==> config.mk <==
export PLATFORM = sky130hd
export DESIGN_NAME = png_chunk_deframer
export DESIGN_NICKNAME = d
export VERILOG_FILES = /design/src/design/pcd_pkg.sv /design/src/design/pcd_parser.sv /design/src/design/png_chunk_deframer.sv
export SDC_FILE = /design/constraint.sdc
export NUM_CORES = 1
export LEC_CHECK = 0
export ABC_AREA = 1
export ABC_CLOCK_PERIOD_IN_PS = 19810
export BUFFER_PORTS_ARGS = -buffer_cell sky130_fd_sc_hd__buf_2
export CAP_MARGIN = 0
export CORE_ASPECT_RATIO = 1.5
export CORE_MARGIN = 2
export CORE_UTILIZATION = 30
export CTS_CLUSTER_DIAMETER = 150
export DETAILED_ROUTE_END_ITERATION = 10
export GPL_TIMING_DRIVEN = 0
export PLACE_DENSITY = 0.57
export REMOVE_ABC_BUFFERS = 1
export SYNTH_ARGS = -nofsm -noshare
export SYNTH_HDL_FRONTEND = slang
export SYNTH_SLANG_ARGS = --single-unit
export TNS_END_PERCENT = 10
==> constraint.sdc <==
create_clock -name clk -period 19.81 [get_ports clk]
set_clock_uncertainty 0.2 [all_clocks]
set_input_delay 5.943 -clock clk [delete_from_list [all_inputs] [get_ports clk]]
set_output_delay 5.943 -clock clk [all_outputs]
set_load 0.02 [all_outputs]
==> src/design/pcd_pkg.sv <==
package pcd_pkg;

	// Chunk type words, first character in the top byte
	localparam logic [31:0] TYPE_IHDR = 32'h4948_4452;
	localparam logic [31:0] TYPE_IDAT = 32'h4944_4154;
	localparam logic [31:0] TYPE_PLTE = 32'h504C_5445;
	localparam logic [31:0] TYPE_IEND = 32'h4945_4E44;

	// Signature bytes skipped at the head of the file
	localparam int unsigned SIG_BYTES = 8;

	// Chunk class codes
	localparam logic [2:0] CLS_OTHER = 3'd0;
	localparam logic [2:0] CLS_IHDR  = 3'd1;
	localparam logic [2:0] CLS_IDAT  = 3'd2;
	localparam logic [2:0] CLS_PLTE  = 3'd3;
	localparam logic [2:0] CLS_IEND  = 3'd4;

	// One finished chunk with the header fields current at its end
	typedef struct packed {
		logic [2:0]  chunk_class;
		logic [31:0] chunk_type_code;
		logic [31:0] chunk_length;
		logic [31:0] stored_crc;
		logic [31:0] image_width;
		logic [31:0] image_height;
		logic [7:0]  depth_bits;
		logic [7:0]  colour_type;
		logic [7:0]  compression_kind;
		logic [7:0]  filter_kind;
		logic [7:0]  interlace_kind;
		logic [15:0] zlib_header;
	} chunk_info_t;

	function automatic logic [2:0] class_of(input logic [31:0] t);
		logic [2:0] c;
		c = CLS_OTHER;
		if (t == TYPE_IHDR) c = CLS_IHDR;
		else if (t == TYPE_IDAT) c = CLS_IDAT;
		else if (t == TYPE_PLTE) c = CLS_PLTE;
		else if (t == TYPE_IEND) c = CLS_IEND;
		return c;
	endfunction

endpackage

==> src/design/pcd_parser.sv <==
module pcd_parser
	import pcd_pkg::*;
(
	input  logic        clk,
	input  logic        arst_n,
	input  logic        take,
	input  logic [7:0]  file_byte,
	output logic        emit_next,
	output chunk_info_t info
);

	typedef enum logic [2:0] {
		PH_SIG,
		PH_LEN,
		PH_TYPE,
		PH_DATA,
		PH_CRC,
		PH_DONE
	} phase_t;

	localparam int unsigned SIG_W = $clog2(SIG_BYTES);

	phase_t            phase_q;
	logic [SIG_W-1:0]  sig_cnt_q;
	logic [31:0]       cnt_q;
	logic [31:0]       len_q;
	logic [31:0]       type_q;
	logic [31:0]       crc_q;
	logic [31:0]       width_q;
	logic [31:0]       height_q;
	logic [7:0]        depth_q;
	logic [7:0]        colour_q;
	logic [7:0]        compress_q;
	logic [7:0]        filter_q;
	logic [7:0]        interlace_q;
	logic [15:0]       zlib_q;

	logic [31:0] cnt_inc;
	logic        low_off;

	assign cnt_inc = cnt_q + 32'd1;
	assign low_off = (cnt_q[31:4] == 28'd0);

	// The next transfer carries the last CRC byte of a chunk
	assign emit_next = (phase_q == PH_CRC) && (cnt_q == 32'd3);

	// Result as it stands once the last CRC byte arrives
	always_comb begin
		info.chunk_class      = class_of(type_q);
		info.chunk_type_code  = type_q;
		info.chunk_length     = len_q;
		info.stored_crc       = {crc_q[23:0], file_byte};
		info.image_width      = width_q;
		info.image_height     = height_q;
		info.depth_bits       = depth_q;
		info.colour_type      = colour_q;
		info.compression_kind = compress_q;
		info.filter_kind      = filter_q;
		info.interlace_kind   = interlace_q;
		info.zlib_header      = zlib_q;
	end

	// Advance the chunk walk one byte per transfer
	always_ff @(posedge clk or negedge arst_n) begin
		if (!arst_n) begin
			phase_q     <= PH_SIG;
			sig_cnt_q   <= '0;
			cnt_q       <= '0;
			len_q       <= '0;
			type_q      <= '0;
			crc_q       <= '0;
			width_q     <= '0;
			height_q    <= '0;
			depth_q     <= '0;
			colour_q    <= '0;
			compress_q  <= '0;
			filter_q    <= '0;
			interlace_q <= '0;
			zlib_q      <= '0;
		end else if (take) begin
			unique case (phase_q)
				PH_SIG: begin
					sig_cnt_q <= sig_cnt_q + 1'b1;
					if (sig_cnt_q == SIG_W'(SIG_BYTES - 1)) begin
						phase_q <= PH_LEN;
						cnt_q   <= '0;
					end
				end
				PH_LEN: begin
					len_q <= {len_q[23:0], file_byte};
					if (cnt_q == 32'd3) begin
						phase_q <= PH_TYPE;
						cnt_q   <= '0;
					end else begin
						cnt_q <= cnt_inc;
					end
				end
				PH_TYPE: begin
					type_q <= {type_q[23:0], file_byte};
					if (cnt_q == 32'd3) begin
						phase_q <= (len_q == 32'd0) ? PH_CRC : PH_DATA;
						cnt_q   <= '0;
					end else begin
						cnt_q <= cnt_inc;
					end
				end
				PH_DATA: begin
					// Capture header bytes by offset within the chunk data
					if (type_q == TYPE_IHDR && low_off) begin
						case (cnt_q[3:0])
							4'd0:  width_q[31:24]  <= file_byte;
							4'd1:  width_q[23:16]  <= file_byte;
							4'd2:  width_q[15:8]   <= file_byte;
							4'd3:  width_q[7:0]    <= file_byte;
							4'd4:  height_q[31:24] <= file_byte;
							4'd5:  height_q[23:16] <= file_byte;
							4'd6:  height_q[15:8]  <= file_byte;
							4'd7:  height_q[7:0]   <= file_byte;
							4'd8:  depth_q         <= file_byte;
							4'd9:  colour_q        <= file_byte;
							4'd10: compress_q      <= file_byte;
							4'd11: filter_q        <= file_byte;
							4'd12: interlace_q     <= file_byte;
							default: ;
						endcase
					end else if (type_q == TYPE_IDAT) begin
						if (cnt_q == 32'd0) zlib_q[15:8] <= file_byte;
						else if (cnt_q == 32'd1) zlib_q[7:0] <= file_byte;
					end
					if (cnt_inc == len_q) begin
						phase_q <= PH_CRC;
						cnt_q   <= '0;
					end else begin
						cnt_q <= cnt_inc;
					end
				end
				PH_CRC: begin
					crc_q <= {crc_q[23:0], file_byte};
					if (cnt_q == 32'd3) begin
						cnt_q   <= '0;
						phase_q <= (type_q == TYPE_IEND) ? PH_DONE : PH_LEN;
					end else begin
						cnt_q <= cnt_inc;
					end
				end
				PH_DONE: ;
				default: phase_q <= PH_DONE;
			endcase
		end
	end

endmodule

==> src/design/png_chunk_deframer.sv <==
// Channel  | Direction | Handshake                | Payload
// file     | in        | file_valid / file_stall  | file_byte
// chunk    | out       | chunk_valid / chunk_stall| chunk_class .. zlib_header
//
// One byte is taken per cycle while file_stall is low; the result of a chunk
// shows on the cycle after its last CRC byte, out of a single output register.
// Reset clears the walk to the signature phase and all header fields to zero.
// file_stall rises only when the next byte would finish a chunk while the
// output register still holds a result that chunk_stall keeps back.
// After the IEND chunk every byte is taken and dropped.
module png_chunk_deframer
	import pcd_pkg::*;
(
	input  logic        clk,
	input  logic        arst_n,
	input  logic        file_valid,
	output logic        file_stall,
	input  logic [7:0]  file_byte,
	output logic        chunk_valid,
	input  logic        chunk_stall,
	output logic [2:0]  chunk_class,
	output logic [31:0] chunk_type_code,
	output logic [31:0] chunk_length,
	output logic [31:0] stored_crc,
	output logic [31:0] image_width,
	output logic [31:0] image_height,
	output logic [7:0]  depth_bits,
	output logic [7:0]  colour_type,
	output logic [7:0]  compression_kind,
	output logic [7:0]  filter_kind,
	output logic [7:0]  interlace_kind,
	output logic [15:0] zlib_header
);

	logic        take;
	logic        emit_next;
	chunk_info_t info;
	chunk_info_t res_q;
	logic        res_valid_q;

	assign file_stall = res_valid_q && chunk_stall && emit_next;
	assign take       = file_valid && !file_stall;

	pcd_parser u_parser (
		.clk       (clk),
		.arst_n    (arst_n),
		.take      (take),
		.file_byte (file_byte),
		.emit_next (emit_next),
		.info      (info)
	);

	// Hold the result until the chunk transfer completes; load a new one
	always_ff @(posedge clk or negedge arst_n) begin
		if (!arst_n) begin
			res_valid_q <= 1'b0;
		end else if (take && emit_next) begin
			res_valid_q <= 1'b1;
		end else if (!chunk_stall) begin
			res_valid_q <= 1'b0;
		end
	end

	always_ff @(posedge clk) begin
		if (take && emit_next) begin
			res_q <= info;
		end
	end

	assign chunk_valid      = res_valid_q;
	assign chunk_class      = res_q.chunk_class;
	assign chunk_type_code  = res_q.chunk_type_code;
	assign chunk_length     = res_q.chunk_length;
	assign stored_crc       = res_q.stored_crc;
	assign image_width      = res_q.image_width;
	assign image_height     = res_q.image_height;
	assign depth_bits       = res_q.depth_bits;
	assign colour_type      = res_q.colour_type;
	assign compression_kind = res_q.compression_kind;
	assign filter_kind      = res_q.filter_kind;
	assign interlace_kind   = res_q.interlace_kind;
	assign zlib_header      = res_q.zlib_header;

endmodule

==> impl_metrics.json, run 1 <==
{
  "cts_setup_buffers": 0,
  "grt_max_degree": 114,
  "clock-sinks": 466,
  "syn_inst": 1717,
  "wl_um": 49200,
  "drive_gt1_share_pct": 19.6,
  "via_count": 12800,
  "ctsRootBufferMaster": "clkbuf_16",
  "period_minus_slack_ns": 12.91,
  "antenna_found_initial": 0,
  "peakVddDrop_v": 0.0000568,
  "final.setup.worst_slack_ns": 6.90,
  "ctsHtreeMaxLevel": 2,
  "gp_congestion": 0.859,
  "final_area_um2": 22100,
  "p_switching_mw": 0.718,
  "drtPass1Iterations": 5,
  "core_area_um2": 61900,
  "cts_tree": "done",
  "maxSlewViolCount": 0,
  "fin_cells": 2774,
  "criticalPathCategory": "primary input to output port",
  "grt_pass1_vias": 12800,
  "syn_avg_cell_area_um2": 10.9,
  "arrival_ns": 6.77,
  "drt_iter0_markers": 658,
  "crit_path_max_fanout": 3,
  "clk_pin_slew_ns": 0.06,
  "cts_resized": 0,
  "grt_pass1_wl_um": 75100,
  "rows": 112,
  "hold_buffers": 0,
  "crit_path_end_kind": "output port",
  "critPathLaunchType": "primary input",
  "die_y_um": 310,
  "p_leak_nw": 10.1,
  "status": "complete, no violations",
  "insertion_delay_ns": 0.57,
  "cts_buffer_depth": 3,
  "track_usage_pct": 15.1,
  "final_common_cell": "nand2_1",
  "clockPowerShare_pct": 34.3,
  "hold_viol_final": 0,
  "p_int_mw": 1.71,
  "overflow": 0,
  "post-place-ws_ns": 6.94,
  "place_area_um2": 20700,
  "start_util_pct": 30.1,
  "ios": 233,
  "setup-tns-final_ns": 0,
  "yosys_warnings": 0,
  "rsz0062_at_grt": "false",
  "holdWs_ns": 0.237,
  "combinationalPowerShare_pct": 15.1,
  "final_core_util_pct": 35.7,
  "fp.dieW_um": 208,
  "final_cell_mix": "524 x nand2_1, 247 x dfrtp_1, 231 x buf_2",
  "yosys_register_bits": 466,
  "wl_per_cell_um": 17.7,
  "area_growth_pct": 18.5,
  "required_ns": 13.67,
  "fmax_mhz": 77.5,
  "tightest_slew_ns": 1.08,
  "num_antenna_cells": 0,
  "finalNetCount": 1960,
  "pwr_density_cell_nw_per_um2": 110,
  "dp_hpwl_um": 34600,
  "vias_per_cell": 4.60,
  "ant_nets": 0,
  "p_sw_share_pct": 29.6,
  "power_mw": 2.42,
  "pwr-share-seq_pct": 50.6,
  "dp_cells": 2696,
  "yosysUniqueCellTypes": 39,
  "cts_made_buffers": 42,
  "slew_headroom_pct": 27.3,
  "period_share_pct": 65.2,
  "dieArea_um2": 64300,
  "synthesis.area_um2": 18700,
  "synth_seq_area_share_pct": 68.3,
  "finalSetupViolCount": 0,
  "hold_class": "flip-flop to flip-flop",
  "max-cap-violations": 0,
  "drc": 0,
  "port_buffers": 232
}
-- power by group through the flow --
| stage | sequential, mW | clock (mW) | combinational [mW] |
|---|---|---|---|
| after global placement | 1.24 | 0 | 0.341 |
| after global routing | 1.24 | 0.884 | 0.416 |
| after floorplan | 1.20 | 0 | 0.244 |
| final | 1.23 | 0.832 | 0.367 |
| after detailed placement | 1.25 | 0 | 0.369 |
| after CTS | 1.23 | 0.851 | 0.371 |
-- worst paths after layout --
check | slack [ns] | startpoint | cells past startpoint | end
worst max-delay path | 6.90 | chunk_stall | 4 | file_stall
worst min-delay path | 0.24 | u_parser.width_q[27]$_DFFE_PN0P_ | 0 | image_width[27]$_DFFE_PP_
worst max register to register | 15.49 | u_parser.cnt_q[0]$_DFFE_PN0P_ | 11 | chunk_length[30]$_DFFE_PP_
worst min register to register | 0.24 | u_parser.width_q[27]$_DFFE_PN0P_ | 0 | image_width[27]$_DFFE_PP_
max in group asynchronous | 12.87 | arst_n | 3 | u_parser.colour_q[5]$_DFFE_PN0P_
min in group asynchronous | 5.19 | arst_n | 1 | u_parser.interlace_q[4]$_DFFE_PN0P_
-- state kept, by name, indices dropped and copies added, names as in the netlist, 24 cells and up --
register / flops
chunk_length: 32
chunk_type_code: 32
image_height: 32
image_width: 32
stored_crc: 32
u_parser.cnt_q: 32
u_parser.height_q: 32
u_parser.len_q: 32
u_parser.type_q: 32
u_parser.width_q: 32
u_parser.crc_q: 24
-- kinds of logic (layout without fill, tap and decap cells) --
| family | count (synthesis) | in the layout | share of synthesized area, % |
|---|---|---|---|
| and+or+nand+nor | 825 | 825 | 19.9 |
| DFF | 466 | 466 | 68.3 |
| buffers and inverters | 201 | 460 | 4.65 |
| AOI/OAI and AO/OA | 200 | 200 | 5.55 |
| xor gates and xnor gates | 13 | 13 | 0.764 |
| adders and majority gates | 6 | 6 | 0.402 |
| muxes | 6 | 6 | 0.362 |
-- final cells by class --
cell class                      instances  area, um2
Clock buffer                           54       1150
Timing Repair Buffer                  239       1360
Fill cell                            6108      39800
Inverter                              143        544
Sequential cell                       466      12800
Multi-Input combinational cell       1050       5060
Clock inverter                         24        251
Tap cell                              798        998
-- metal layers --
| layer | vias to the layer above | routed length [um] | track usage (%) |
|---|---|---|---|
| li1 | 6150 | - | - |
| met1 | 6205 | 18400 | 16.4 |
| met2 | 301 | 26800 | 28.8 |
| met3 | 104 | 1720 | 1.96 |
| met4 | 0 | 2320 | 7.54 |
| met5 | - | 0 | 0 |
-- worst max-delay path, cell delays in order --
cell and delay (ns):
buf_2 0.07, nand2_1 0.11, nor3_1 0.39, buf_2 0.25
-- synth_stat cells --
master / number / share of area, %
nand2_1: 526 / 11
dfrtp_1: 247 / 33
edfxtp_1: 219 / 35
inv_1: 140 / 2.8
o21ai_0: 139 / 3.7
nor2_1: 97 / 2.0
nand3_1: 66 / 1.8
o21ai_1: 41 / 1.1
nand3_2: 31 / 1.7
nand4_1: 24 / 0.80
buf_2: 23 / 0.62
clkbuf_1: 21 / 0.42
nor4_1: 21 / 0.70
nor3_1: 14 / 0.38
a21oi_1: 10 / 0.27
buf_6: 9 / 0.54
nand2_2: 9 / 0.30
nand3b_1: 9 / 0.36
nor2_4: 8 / 0.48
o21ai_2: 8 / 0.38
xor2_1: 7 / 0.33
ha_1: 6 / 0.40
mux2_2: 6 / 0.36
or2_1: 6 / 0.20
buf_4: 4 / 0.16
nor2_2: 4 / 0.13
xnor2_1: 4 / 0.19
inv_2: 3 / 0.060
nor3_2: 3 / 0.16
nand2_4: 2 / 0.12
or2_2: 2 / 0.067
clkbuf_2: 1 / 0.027
nor2_8: 1 / 0.11
nor3_4: 1 / 0.087
nor4_2: 1 / 0.067
o21bai_1: 1 / 0.040
o31ai_1: 1 / 0.040
xnor3_1: 1 / 0.12
xor3_1: 1 / 0.13
Note: power is estimated with default switching activity, not from simulation.
==> run 2: changes to the inputs <==
--- a/config.mk
+++ b/config.mk
@@ -5,8 +5,8 @@
 export SDC_FILE = /design/constraint.sdc
 export NUM_CORES = 1
 export LEC_CHECK = 0
-export ABC_AREA = 1
-export ABC_CLOCK_PERIOD_IN_PS = 19810
+export ABC_AREA = 0
+export ABC_CLOCK_PERIOD_IN_PS = 12500
 export BUFFER_PORTS_ARGS = -buffer_cell sky130_fd_sc_hd__buf_2
 export CAP_MARGIN = 0
 export CORE_ASPECT_RATIO = 1.5
==> constraint.sdc (replaced) <==
create_clock -name clk -period 12.5 [get_ports clk]
set_clock_uncertainty 0.2 [all_clocks]
set_input_delay 3.75 -clock clk [delete_from_list [all_inputs] [get_ports clk]]
set_output_delay 3.75 -clock clk [all_outputs]
set_load 0.02 [all_outputs]
==> impl_metrics.json, run 2 <==
{
  "status": "complete, no violations",
  "drive_gt1_share_pct": 39.4,
  "die_y_um": 305,
  "post-place-ws_ns": 4.04,
  "period_minus_slack_ns": 8.43,
  "synthFlopType": "dfrtp_1",
  "hold_viol_final": 0,
  "yosys_register_bits": 466,
  "clock-sinks": 466,
  "gp_congestion": 0.888,
  "synth_seq_area_share_pct": 70.5,
  "fp.dieW_um": 205,
  "p_int_mw": 2.92,
  "clockPowerShare_pct": 34.7,
  "pwr-share-seq_pct": 50.2,
  "rows": 110,
  "max-cap-violations": 0,
  "critPathLaunchType": "primary input",
  "wl_per_cell_um": 19.9,
  "arrival_ns": 4.48,
  "power_mw": 4.03,
  "clk_pin_slew_ns": 0.06,
  "cts_made_buffers": 43,
  "cts_tree": "done",
  "criticalPathCategory": "primary input to output port",
  "synth_common_cells": "247 x dfrtp_1, 219 x edfxtp_1, 211 x mux2_2, 60 x nand2_1, 40 x nand4_1",
  "crit_path_end_kind": "output port",
  "max_stage_delay_ns": 0.27,
  "required_ns": 8.55,
  "finalNetCount": 1409,
  "setup.reg_to_reg.worst_slack_ns": 7.60,
  "track_usage_pct": 13.9,
  "p_leak_nw": 8.67,
  "drt_iter0_markers": 496,
  "yosys_warnings": 0,
  "dieArea_um2": 62300,
  "syn_avg_cell_area_um2": 15.6,
  "ios": 233,
  "overflow": 0,
  "antenna_found_initial": 0,
  "crit_slowest_cell": "nor2_1",
  "cts_setup_buffers": 0,
  "insertion_delay_ns": 0.55,
  "peakVddDrop_v": 0.0000699,
  "p_sw_share_pct": 27.5,
  "area_growth_pct": 20.8,
  "p_switching_mw": 1.11,
  "num_antenna_cells": 0,
  "maxSlewViolCount": 0,
  "ctsRootBufferMaster": "clkbuf_16",
  "drc": 0,
  "ctsHtreeMaxLevel": 2,
  "core_area_um2": 59900,
  "dp_cells": 2130,
  "combinationalPowerShare_pct": 15.1,
  "fin_cells": 2207,
  "wl_um": 44000,
  "crit_top_cell": "buf_2",
  "via_count": 10500,
  "synth.most_common_cell": "dfrtp_1",
  "start_util_pct": 30.2,
  "finalSetupViolCount": 0,
  "synthesis.area_um2": 18100,
  "dp_hpwl_um": 30300,
  "cts_resized": 0,
  "fmax_mhz": 119,
  "hold_class": "flip-flop to flip-flop",
  "crit_path_max_fanout": 2,
  "tightest_slew_ns": 1.22,
  "vias_per_cell": 4.77,
  "synth.area.top_cells": "edfxtp_1 36%, dfrtp_1 34%, mux2_2 13%",
  "setup-tns-final_ns": 0,
  "final_common_cell": "dfrtp_1",
  "syn_inst": 1157,
  "pwr_density_cell_nw_per_um2": 184,
  "grt_pass1_vias": 10400,
  "final.setup.worst_slack_ns": 4.07,
  "async_flop_share_pct": 53.0,
  "final_cell_mix": "247 x dfrtp_1, 231 x buf_2, 219 x edfxtp_1",
  "synth_top_area_share_pct": 36.3,
  "yosysUniqueCellTypes": 64,
  "grt_max_degree": 99,
  "yosysTopAreaCell": "edfxtp_1",
  "port_buffers": 232,
  "rsz0062_at_grt": "false",
  "crit_family": "simple AND/OR/NAND/NOR gates",
  "ant_nets": 0,
  "hold_buffers": 0,
  "holdWs_ns": 0.241,
  "synth_edf_count": 219,
  "slew_headroom_pct": 18.5,
  "cts_buffer_depth": 3,
  "grt_pass1_wl_um": 65900,
  "crit_chain": "buf_2, nand4_1, nor2_1, buf_2",
  "critPathBufInv": 2,
  "period_share_pct": 67.5,
  "drtPass1Iterations": 4
}
run 2: cell types whose count changed after synthesis, moves of 10 or more:
cell     change
nand3_1     -37
xnor2_1     +30
nand2_1    -466
mux2i_1     +14
nand3_2     -31
nor2_1      -71
inv_1      -135
mux2_2     +205
o21ai_1     -34
nand4_1     +16
a31oi_1     +11
nor2_2      +10
o21ai_0    -132
run 2: per-layer routing:
layer,up-vias,wire (um),global-route usage [%]
met5,-,0,0
met4,0,1550,5.39
met3,74,1500,1.71
met2,260,23600,25.7
met1,5400,17300,16.1
li1,4798,-,-
run 2: final cells by class:
type                    count  area [um2]
clock buffers              56        1240
multi-input cells         626        5100
flip-flops and latches    466       12800
inverters                   5        18.8
clock inverters            21         274
repair buffers            249        1490
well taps                 784         981
fillers                  5667       38000
run 2: worst register-to-register path: cells and delay by family (launching register included):
| kind | cells | cell delay, ns |
|---|---|---|
| compound gates | 3 | 0.60 |
| simple gates | 5 | 2.43 |
| buf+inv | 1 | 0.23 |
| xor+xnor | 1 | 0.31 |
| fa+ha+maj | 1 | 0.49 |
| flops | 1 | 0.49 |
run 2: power by group through the flow:
stage	clock, mW	combinational, mW	sequential (mW)
2_1_floorplan	0	0.416	1.99
3_3_place_gp	0	0.569	2.06
3_5_place_dp	0	0.611	2.06
4_1_cts	1.44	0.615	2.03
5_1_grt	1.50	0.662	2.05
6_report	1.40	0.608	2.02
run 2: cell families (layout without fill, tap and decap cells):
group | after synthesis | after routing | synth area share [%]
compound gates | 69 | 69 | 2.63
flops | 466 | 466 | 70.5
simple gates | 279 | 279 | 8.70
xor+xnor | 46 | 46 | 2.23
mux | 225 | 225 | 13.9
fa+ha+maj | 7 | 7 | 0.470
buf+inv | 65 | 331 | 1.58
run 2: worst paths after layout:
kind | from | endpoint | depth (start not counted)
setup / recovery | chunk_stall | file_stall | 4
hold / removal | u_parser.compress_q[4]$_DFFE_PN0P_ | compression_kind[4]$_DFFE_PP_ | 0
setup reg to reg | u_parser.cnt_q[0]$_DFFE_PN0P_ | u_parser.cnt_q[7]$_DFFE_PN0P_ | 11
hold reg to reg | u_parser.compress_q[4]$_DFFE_PN0P_ | compression_kind[4]$_DFFE_PP_ | 0
max in group asynchronous | arst_n | u_parser.zlib_q[7]$_DFFE_PN0P_ | 2
min in group asynchronous | arst_n | u_parser.type_q[31]$_DFFE_PN0P_ | 1
run 2: per-stage QoR:
stage          utilization (%)  cell area [um2]
6_report                  36.5            21900
2_1_floorplan                -            17800
5_1_grt                   36.5            21900
3_3_place_gp              33.4            20000
4_1_cts                   36.5            21900
3_5_place_dp              34.0            20300
==> run 3: changes to the inputs <==
--- a/config.mk
+++ b/config.mk
@@ -5,8 +5,8 @@
 export SDC_FILE = /design/constraint.sdc
 export NUM_CORES = 1
 export LEC_CHECK = 0
-export ABC_AREA = 0
-export ABC_CLOCK_PERIOD_IN_PS = 12500
+export ABC_AREA = 1
+export ABC_CLOCK_PERIOD_IN_PS = 7700
 export BUFFER_PORTS_ARGS = -buffer_cell sky130_fd_sc_hd__buf_2
 export CAP_MARGIN = 0
 export CORE_ASPECT_RATIO = 1.5
@@ -15,7 +15,7 @@
 export CTS_CLUSTER_DIAMETER = 150
 export DETAILED_ROUTE_END_ITERATION = 10
 export GPL_TIMING_DRIVEN = 0
-export PLACE_DENSITY = 0.57
+export PLACE_DENSITY = 0.58
 export REMOVE_ABC_BUFFERS = 1
 export SYNTH_ARGS = -nofsm -noshare
 export SYNTH_HDL_FRONTEND = slang
==> constraint.sdc (replaced) <==
create_clock -name clk -period 7.7 [get_ports clk]
set_clock_uncertainty 0.2 [all_clocks]
set_input_delay 2.31 -clock clk [delete_from_list [all_inputs] [get_ports clk]]
set_output_delay 2.31 -clock clk [all_outputs]
set_load 0.02 [all_outputs]
==> impl_metrics.json, run 3 (synthesized netlist as in run 1, its figures left out) <==
{
  "drtPass1Iterations": 5,
  "grt_max_degree": 123,
  "tightest_slew_ns": 1.26,
  "core_area_um2": 61900,
  "wl_um": 48600,
  "pwr-share-seq_pct": 50.7,
  "drt_iter0_markers": 736,
  "antenna_found_initial": 0,
  "arrival_ns": 3.13,
  "p_leak_nw": 10.1,
  "crit_top_cell": "buf_2",
  "crit_path_max_fanout": 3,
  "setup.reg_to_reg.worst_slack_ns": 3.03,
  "critPathLaunchType": "primary input",
  "required_ns": 5.19,
  "crit_path_end_kind": "output port",
  "final_common_cell": "nand2_1",
  "ctsHtreeMaxLevel": 2,
  "p_int_mw": 4.42,
  "max-cap-violations": 0,
  "clock-sinks": 466,
  "rows": 112,
  "peakVddDrop_v": 0.000179,
  "rsz0062_at_grt": "false",
  "hold_class": "flip-flop to flip-flop",
  "fmax_mhz": 177,
  "drc": 0,
  "via_count": 12600,
  "finalSetupViolCount": 0,
  "critPathBufInv": 2,
  "drive_gt1_share_pct": 19.5,
  "power_mw": 6.23,
  "period_minus_slack_ns": 5.64,
  "criticalPathCategory": "primary input to output port",
  "cts_resized": 0,
  "setup-tns-final_ns": 0,
  "insertion_delay_ns": 0.54,
  "vias_per_cell": 4.56,
  "p_switching_mw": 1.81,
  "ctsRootBufferMaster": "clkbuf_16",
  "track_usage_pct": 14.9,
  "start_util_pct": 30.1,
  "cts_made_buffers": 42,
  "overflow": 0,
  "num_antenna_cells": 0,
  "clockPowerShare_pct": 34.4,
  "die_y_um": 310,
  "dp_hpwl_um": 33900,
  "maxSlewViolCount": 0,
  "status": "complete, no violations",
  "crit_family": "simple AND/OR/NAND/NOR gates",
  "cts_setup_buffers": 0,
  "crit_slowest_cell": "nor3_1",
  "clk_pin_slew_ns": 0.07,
  "wl_per_cell_um": 17.6,
  "p_sw_share_pct": 29.1,
  "area_growth_pct": 18.3,
  "slew_headroom_pct": 16.0,
  "pwr_density_cell_nw_per_um2": 282,
  "gp_congestion": 0.864,
  "grt_pass1_wl_um": 74500,
  "combinationalPowerShare_pct": 14.9,
  "grt_pass1_vias": 12500,
  "finalNetCount": 1959,
  "fp.dieW_um": 208,
  "final_cell_mix": "523 x nand2_1, 247 x dfrtp_1, 231 x buf_2",
  "max_stage_delay_ns": 0.39,
  "hold_buffers": 0,
  "crit_chain": "buf_2, nand2_1, nor3_1, buf_2",
  "ant_nets": 0,
  "cts_tree": "done",
  "cts_buffer_depth": 3,
  "ios": 233,
  "period_share_pct": 73.2,
  "hold_viol_final": 0,
  "dieArea_um2": 64300,
  "port_buffers": 232
}
## run 3: cell count changes in the layout (fill, tap and decap cells not counted), moves of 34 or more
cell / delta
mux2_2: -205
nor2_1: +72
o21ai_0: +132
o21ai_1: +34
inv_1: +134
nand3_1: +38
nand2_1: +463
## run 3: metrics by stage
step	hold WS (ns)	util, %	setup WS [ns]	cell area, um2	cells
2_1_floorplan	0.219	-	-0.653	18300	1659
3_3_place_gp	0.223	33.1	-3.43	20500	2689
3_5_place_dp	0.226	33.4	1.51	20700	2695
4_1_cts	0.239	35.6	2.08	22100	2770
5_1_grt	0.240	35.6	1.88	22100	2770
6_report	0.245	35.6	2.06	22100	2770
## run 3: layout make-up
cell class | instances | area, um2
Timing Repair Buffer | 238 | 1330
Clock inverter | 17 | 216
Clock buffer | 58 | 1170
Multi-Input combinational cell | 1050 | 5060
Tap cell | 798 | 998
Fill cell | 6153 | 39900
Sequential cell | 466 | 12800
Inverter | 143 | 544
## run 3: path summary, 6_finish.rpt
path / startpoint / end / depth (start not counted)
setup / recovery: chunk_stall / file_stall / 4
hold / removal: u_parser.width_q[16]$_DFFE_PN0P_ / image_width[16]$_DFFE_PP_ / 0
setup reg to reg: u_parser.cnt_q[0]$_DFFE_PN0P_ / chunk_length[30]$_DFFE_PP_ / 11
hold reg to reg: u_parser.width_q[16]$_DFFE_PN0P_ / image_width[16]$_DFFE_PP_ / 0
max in group asynchronous: arst_n / u_parser.crc_q[21]$_DFFE_PN0P_ / 2
min in group asynchronous: arst_n / u_parser.interlace_q[3]$_DFFE_PN0P_ / 1
## run 3: layer usage
| metal | global-route usage (%) | part of all wire (%) | routed length [um] |
|---|---|---|---|
| met3 | 1.70 | 3.5 | 1720 |
| met2 | 28.8 | 55 | 26800 |
| met4 | 6.32 | 3.9 | 1890 |
| met1 | 16.5 | 38 | 18300 |
| met5 | 0 | 0 | 0 |
## run 3: power groups by stage
stage	logic, mW	clock network (mW)	registers [mW]
global route	1.05	2.30	3.20
floorplan	0.628	0	3.10
global placement	0.875	0	3.20
CTS	0.937	2.21	3.16
finish	0.928	2.14	3.16
detailed placement	0.931	0	3.21
